===== src/hdl/smpq_pkg.sv =====
package smpq_pkg;

  // Default number of entries held.
  localparam int DEFAULT_CAPACITY = 16;

  // Field widths fixed by the word format.
  localparam int DATA_W  = 32;
  localparam int OP_W    = 2;
  localparam int ERR_W   = 2;
  localparam int COUNT_W = 5;

  // Operation codes.
  localparam logic [OP_W-1:0] OP_ENQUEUE = 2'd0;
  localparam logic [OP_W-1:0] OP_DEQUEUE = 2'd1;
  localparam logic [OP_W-1:0] OP_CLEAR   = 2'd2;

  // Error codes.
  localparam logic [ERR_W-1:0] ERR_OK    = 2'd0;
  localparam logic [ERR_W-1:0] ERR_EMPTY = 2'd1;
  localparam logic [ERR_W-1:0] ERR_FULL  = 2'd2;

  // Head value reported while the store is empty.
  localparam logic signed [DATA_W-1:0] EMPTY_HEAD = -32'sd1;

  // One stored entry.
  typedef struct packed {
    logic signed [DATA_W-1:0] value;
    logic signed [DATA_W-1:0] prio;
  } entry_t;

endpackage


===== src/hdl/stable_min_priority_queue_top.sv =====
// Sorted priority queue held in a circular buffer of on-chip memory.
// Input channel: in_valid / in_stall with op, item_value, item_priority.
// A word is taken when in_valid is high and in_stall is low. op 0 inserts
// (value, priority) behind every entry of lower or equal priority, op 1
// removes the head, op 2 empties the store, op 3 changes nothing.
// Output channel: out_valid / out_stall with head_value, is_empty,
// entry_count and error_code; every input word gives one output word that
// describes the store after the operation.
// Dequeue, clear, no-op, any rejected operation and an enqueue into an empty
// store go straight to the head read-back; an enqueue into a non-empty store
// first walks back from the tail, moving each entry of greater priority one
// place back. The walk reads and writes the single entry memory one entry a
// cycle, and the head is read back from it after every operation. No new
// word is taken until the result of the last one is in the output register.
// After the last write, S_HEADRD reads the head and S_HEADWT loads the result.
// Reset empties the store at once; no clearing pass is needed.
// While out_stall holds a result, the next word may still be taken and
// worked on; its result waits until the output register is free.
module stable_min_priority_queue_top
  import smpq_pkg::*;
#(
  parameter int CAPACITY = DEFAULT_CAPACITY
) (
  input  logic                     clk,
  input  logic                     rst,
  input  logic                     in_valid,
  output logic                     in_stall,
  input  logic [OP_W-1:0]          op,
  input  logic signed [DATA_W-1:0] item_value,
  input  logic signed [DATA_W-1:0] item_priority,
  output logic                     out_valid,
  input  logic                     out_stall,
  output logic signed [DATA_W-1:0] head_value,
  output logic                     is_empty,
  output logic [COUNT_W-1:0]       entry_count,
  output logic [ERR_W-1:0]         error_code
);

  localparam int AW = (CAPACITY > 1) ? $clog2(CAPACITY) : 1;
  localparam int CW = $clog2(CAPACITY + 1);
  localparam int EW = CW + COUNT_W;
  localparam logic [AW-1:0] LAST_ADDR = AW'(CAPACITY - 1);
  localparam logic [CW-1:0] FULL_COUNT = CW'(CAPACITY);

  typedef enum logic [4:0] {
    S_IDLE   = 5'b00001,
    S_CMP    = 5'b00010,
    S_INS    = 5'b00100,
    S_HEADRD = 5'b01000,
    S_HEADWT = 5'b10000
  } state_t;

  state_t           state, state_next;
  logic [AW-1:0]    head, head_next;
  logic [CW-1:0]    count, count_next;
  logic [AW-1:0]    pos, pos_next;
  logic [CW-1:0]    remain, remain_next;
  logic [ERR_W-1:0] err, err_next;
  entry_t           new_entry;

  // Entry memory and its port signals.
  entry_t           mem [CAPACITY];
  entry_t           rd_data;
  logic             rd_en;
  logic [AW-1:0]    rd_addr;
  logic             wr_en;
  logic [AW-1:0]    wr_addr;
  entry_t           wr_data;

  logic             accept;
  logic             out_free;
  logic             load_out;
  logic [AW:0]      tail_sum;
  logic [AW-1:0]    tail;
  logic [AW-1:0]    tail_m1;
  logic [AW-1:0]    pos_m1;
  logic [AW-1:0]    pos_m2;
  logic [AW-1:0]    head_p1;
  logic [EW-1:0]    count_wide;

  function automatic logic [AW-1:0] addr_dec(input logic [AW-1:0] a);
    logic [AW-1:0] r;
    if (a == '0) begin
      r = LAST_ADDR;
    end else begin
      r = a - AW'(1);
    end
    return r;
  endfunction

  // Circular buffer address arithmetic.
  assign tail_sum = {1'b0, head} + (AW + 1)'(count);
  assign tail     = (tail_sum >= (AW + 1)'(CAPACITY)) ?
                    AW'(tail_sum - (AW + 1)'(CAPACITY)) : tail_sum[AW-1:0];
  assign tail_m1  = addr_dec(tail);
  assign pos_m1   = addr_dec(pos);
  assign pos_m2   = addr_dec(pos_m1);
  assign head_p1  = (head == LAST_ADDR) ? '0 : head + AW'(1);

  assign in_stall = (state != S_IDLE);
  assign accept   = in_valid && !in_stall;
  assign out_free = !out_valid || !out_stall;
  assign load_out = (state == S_HEADWT) && out_free;

  // The entry being inserted comes from the input word when it is taken.
  always_ff @(posedge clk) begin
    if (accept) begin
      new_entry.value <= item_value;
      new_entry.prio  <= item_priority;
    end
  end

  // Sequencer: insertion walk, head update and head read-back.
  always_comb begin
    state_next  = state;
    head_next   = head;
    count_next  = count;
    pos_next    = pos;
    remain_next = remain;
    err_next    = err;
    rd_en       = 1'b0;
    rd_addr     = head;
    wr_en       = 1'b0;
    wr_addr     = pos;
    wr_data     = new_entry;
    case (state)
      S_IDLE: begin
        if (accept) begin
          err_next   = ERR_OK;
          state_next = S_HEADRD;
          case (op)
            OP_ENQUEUE: begin
              if (count == FULL_COUNT) begin
                err_next = ERR_FULL;
              end else if (count == '0) begin
                wr_en           = 1'b1;
                wr_addr         = head;
                wr_data.value   = item_value;
                wr_data.prio    = item_priority;
                count_next      = count + CW'(1);
              end else begin
                pos_next    = tail;
                remain_next = count;
                rd_en       = 1'b1;
                rd_addr     = tail_m1;
                state_next  = S_CMP;
              end
            end
            OP_DEQUEUE: begin
              if (count == '0) begin
                err_next = ERR_EMPTY;
              end else begin
                head_next  = head_p1;
                count_next = count - CW'(1);
              end
            end
            OP_CLEAR: begin
              count_next = '0;
            end
            default: begin
            end
          endcase
        end
      end
      S_CMP: begin
        if (rd_data.prio > new_entry.prio) begin
          // Move the greater entry one place back and look further ahead.
          wr_en       = 1'b1;
          wr_addr     = pos;
          wr_data     = rd_data;
          pos_next    = pos_m1;
          remain_next = remain - CW'(1);
          if (remain == CW'(1)) begin
            state_next = S_INS;
          end else begin
            rd_en   = 1'b1;
            rd_addr = pos_m2;
          end
        end else begin
          wr_en      = 1'b1;
          wr_addr    = pos;
          count_next = count + CW'(1);
          state_next = S_HEADRD;
        end
      end
      S_INS: begin
        wr_en      = 1'b1;
        wr_addr    = pos;
        count_next = count + CW'(1);
        state_next = S_HEADRD;
      end
      S_HEADRD: begin
        rd_en      = 1'b1;
        rd_addr    = head;
        state_next = S_HEADWT;
      end
      S_HEADWT: begin
        if (out_free) begin
          state_next = S_IDLE;
        end
      end
      default: begin
        state_next = S_IDLE;
      end
    endcase
  end

  always_ff @(posedge clk) begin
    if (rst) begin
      state <= S_IDLE;
      head  <= '0;
      count <= '0;
    end else begin
      state <= state_next;
      head  <= head_next;
      count <= count_next;
    end
  end

  always_ff @(posedge clk) begin
    pos    <= pos_next;
    remain <= remain_next;
    err    <= err_next;
  end

  // Synchronous memory: one write and one registered read a cycle.
  always_ff @(posedge clk) begin
    if (wr_en) begin
      mem[wr_addr] <= wr_data;
    end
  end

  always_ff @(posedge clk) begin
    if (rd_en) begin
      rd_data <= mem[rd_addr];
    end
  end

  // Output register for the result word.
  assign count_wide = EW'(count);

  always_ff @(posedge clk) begin
    if (rst) begin
      out_valid <= 1'b0;
    end else if (load_out) begin
      out_valid <= 1'b1;
    end else if (!out_stall) begin
      out_valid <= 1'b0;
    end
  end

  always_ff @(posedge clk) begin
    if (load_out) begin
      head_value  <= (count == '0) ? EMPTY_HEAD : rd_data.value;
      is_empty    <= (count == '0);
      entry_count <= count_wide[COUNT_W-1:0];
      error_code  <= err;
    end
  end

  // The store never holds more entries than it has room for.
  assert property (@(posedge clk) disable iff (rst) count <= FULL_COUNT)
    else $error("occupancy exceeds capacity");

  // A taken word blocks the input until its result has been loaded.
  assert property (@(posedge clk) disable iff (rst) accept |=> in_stall)
    else $error("input taken again before the result was formed");

  // The memory is never read and written at one address in the same cycle.
  assert property (@(posedge clk) disable iff (rst)
                   (rd_en && wr_en) |-> (rd_addr != wr_addr))
    else $error("read and write collide on one entry");

  // A new result only appears after the head has been read back.
  assert property (@(posedge clk) disable iff (rst)
                   (state == S_HEADWT && out_free) |=> (out_valid && state == S_IDLE))
    else $error("result not loaded after head read-back");

  // An empty store reports the empty head value.
  assert property (@(posedge clk) disable iff (rst)
                   (out_valid && is_empty) |-> (head_value == EMPTY_HEAD))
    else $error("empty store reports a head value");

endmodule


===== config.mk =====
export PLATFORM = sky130hd
export DESIGN_NAME = stable_min_priority_queue_top
export DESIGN_NICKNAME = d
export VERILOG_FILES = /design/src/hdl/smpq_pkg.sv /design/src/hdl/stable_min_priority_queue_top.sv
export SDC_FILE = /design/constraint.sdc
export NUM_CORES = 2
export LEC_CHECK = 0
export ABC_AREA = 0
export BUFFER_PORTS_ARGS = -buffer_cell sky130_fd_sc_hd__buf_2
export CAP_MARGIN = 25
export CORE_MARGIN = 1.5
export CORE_UTILIZATION = 35
export CTS_CLUSTER_SIZE = 14
export DETAILED_ROUTE_END_ITERATION = 16
export SYNTH_ARGS = -nofsm -noshare
export SYNTH_HDL_FRONTEND = slang
export SYNTH_SLANG_ARGS = --single-unit

===== constraint.sdc =====
create_clock -name clk -period 23.9 [get_ports clk]
set_clock_uncertainty 0.15 [all_clocks]
set_input_delay 4.78 -clock clk [delete_from_list [all_inputs] [get_ports clk]]
set_output_delay 4.78 -clock clk [all_outputs]
set_load 0.1 [all_outputs]

==> results.yml <==
outcome:
  status: "complete, no violations"
drt:
  route.vias.total: 31200
  drt-wirelength-per-cell_microns: 23.8
  ant_nets: 0
  drc: 0
  drtIter0Drc: 3586
  drt_first_pass_iters: 6
  viasPerCell: 5.47
  drt-total-wl_mm: 136
setup_path:
  worst_path_dominant_cell_family: "simple AND/OR/NAND/NOR gates"
  critPathLaunch: "op[0]"
  r2r_start: "state[0]"
  rr_worst_depth: 15
  crit_type: "input port to flip-flop"
  required_ps: 24220
  critPathBufInv: 5
  worst_setup_path_start_kind: "input port"
  crit_slowest_cell: "buf_4"
  cp_num_cells: 16
  crit_path_max_incr_delay_ps: 820
  arrival_ps: 9930
  worstPathCellList: "buf_2 -> inv_1 -> ha_1 -> inv_1 -> or4_1 -> nand3_1 -> nand2_1 -> nor3_2 -> a21oi_2 -> nand2_8 -> buf_4 -> buf_4 -> mux2i_1 -> mux2i_1 -> a32o_1 -> a221o_1"
  cp-end-kind: "flip-flop"
  crit_fanout: 132
die:
  initial_utilization: 0.353
  die_x_microns: 381
  rows: 138
  die_h_microns: 381
  io_pins: 112
  core-area_sq_um: 142000
  die_area_sq_um: 145000
timing:
  setup_tns_ps: 0
  fin_hold_ws_ps: 272
  period_share: 0.402
  worst_slew_pin_slew_ps: 1130
  finalHoldViolCount: 0
  max_freq_mhz: 104
  grt_setup_unrepaired: "false"
  relSlewSlack: 0.248
  report.final.slew_viol_count: 0
  setup_violations: 0
  layout_min_cycle_time_ps: 9610
  worst_slack_ps: 14290
pwr:
  power.density_nw_per_um2: 87.5
  power.leakage_nw: 20.7
  ir_drop_mv: 0.0684
place:
  place_ws_ps: 13620
  hpwl_mm: 70.5
  place_congestion: 0.801
  io_buffers: 111
  dp_cells: 5485
clocking:
  cts_sinks: 1218
  cts_buffers: 116
  htree_levels: 3
  post_cts_resized: 0
  clk_latency_ps: 730
  cts_hold_buf: 0
  cts_root_buffer: "clkbuf_16"
  path_clk_slew_ps: 60
  post_cts_buffers: 0
  cts_tree: "yes"
  clockBufferDepth: 3
grt:
  grt.total_usage: 0.182
  antenna_found_initial: 16
  overflow: 0
  grt_pass1_wl_mm: 199
  grt_max_degree: 140
  first_global_vias: 29400
min_path:
  hold_start: "err[0]"
  whs_path_depth: 0
  min_path_type: "flip-flop to flip-flop"
final_layout:
  fin_cells: 5707
  area_delta_synth_final_pct: 13.3
  nets: 3840
  fillers: 13100
  drive_gt1_frac: 0.117
yosys:
  seq_area_frac_synth: 0.729
  netlist.area_leader.share: 0.723
  synth-edff-count: 1203
  syn_area_per_cell_sq_um: 13.8
  synth_common_cells: "edfxtp_1, nand2_1, a21oi_1"
  syn_nets: 3742
  ys.flop_type: "edfxtp_1"
  synthCells: 3625
  synth_area_leaders: "edfxtp_1, nand2_1, mux2i_1"
  synth-seq-cells: 1218
  yosysMostFrequentCell: "edfxtp_1"
  ys_warn_count: 0
  async_flop_share: 0
  netlist_area_sq_um: 50000
  yosysTopAreaCell: "edfxtp_1"
  synth_cell_types: 69
job:
  max_cap_violations: 0
## cells by family after synthesis
group | after synthesis | share of synthesized area
compound gates | 587 | 0.0797
simple gates | 1259 | 0.109
buf+inv | 303 | 0.0277
fa+ha+maj | 47 | 0.0119
flops | 1218 | 0.729
xor+xnor | 13 | 0.00228
mux | 198 | 0.0397
## cell type report
cell class	instances	area [sq um]	area share
sequential	1218	36400	0.644
antenna	4	10.0	0.000177
timing repair buffer	211	1420	0.0251
tap	1890	2360	0.0418
inverter	72	270	0.00478
multi-input combinational	2104	12400	0.219
clock inverter	67	672	0.0119
clock buffer	141	3040	0.0537
## through the flow
step,power [mW],instance area [sq um],util
3_3_place_gp,3.14,52500,0.371
3_5_place_dp,3.16,52800,0.373
6_report,4.95,56600,0.400
4_1_cts,4.97,56500,0.399
5_1_grt,5.12,56600,0.400
2_1_floorplan,2.97,50000,-
## cells in the final DEF, fill, tap and decap left out, drive strengths merged, types with 74 or more instances in the layout
master     n
nor2      87
nand2    811
nand3    141
edfxtp  1203
buf      210
mux2i    197
clkbuf   141
a21oi    203
a31oi    133
inv       74
and3     132
## power by group
part           switching (mW)  leakage, nW  internal, mW
Combinational           0.428         7.92         0.177
Clock                   0.803         1.80          1.02
Sequential             0.0164         11.0          2.51
Total                    1.25         20.7          3.71
## per-layer routing
| layer | vias up | track usage | routed length (microns) |
|---|---|---|---|
| li1 | 13800 | - | - |
| met1 | 15800 | 0.272 | 60900 |
| met2 | 1378 | 0.275 | 60100 |
| met3 | 188 | 0.0369 | 12500 |
| met4 | 8 | 0.0364 | 2250 |
| met5 | - | 0 | 49 |
## flip-flops by register name, indices dropped and copies added (netlist names)
name and count:
error_code 2, count 5, pos 4, is_empty 1
remain 5, err 2, rd_data 64, head_value 32
head 4, state 5, new_entry 64, entry_count 5
out_valid 1, mem 1024
## path summary, 6_finish.rpt
path | end | slack, ps
min | error_code[0] | 270
min reg2reg | error_code[0] | 270
max | rd_data[52] | 14290
max reg2reg | rd_data[52] | 16900
(Power assumes the default switching activity.)
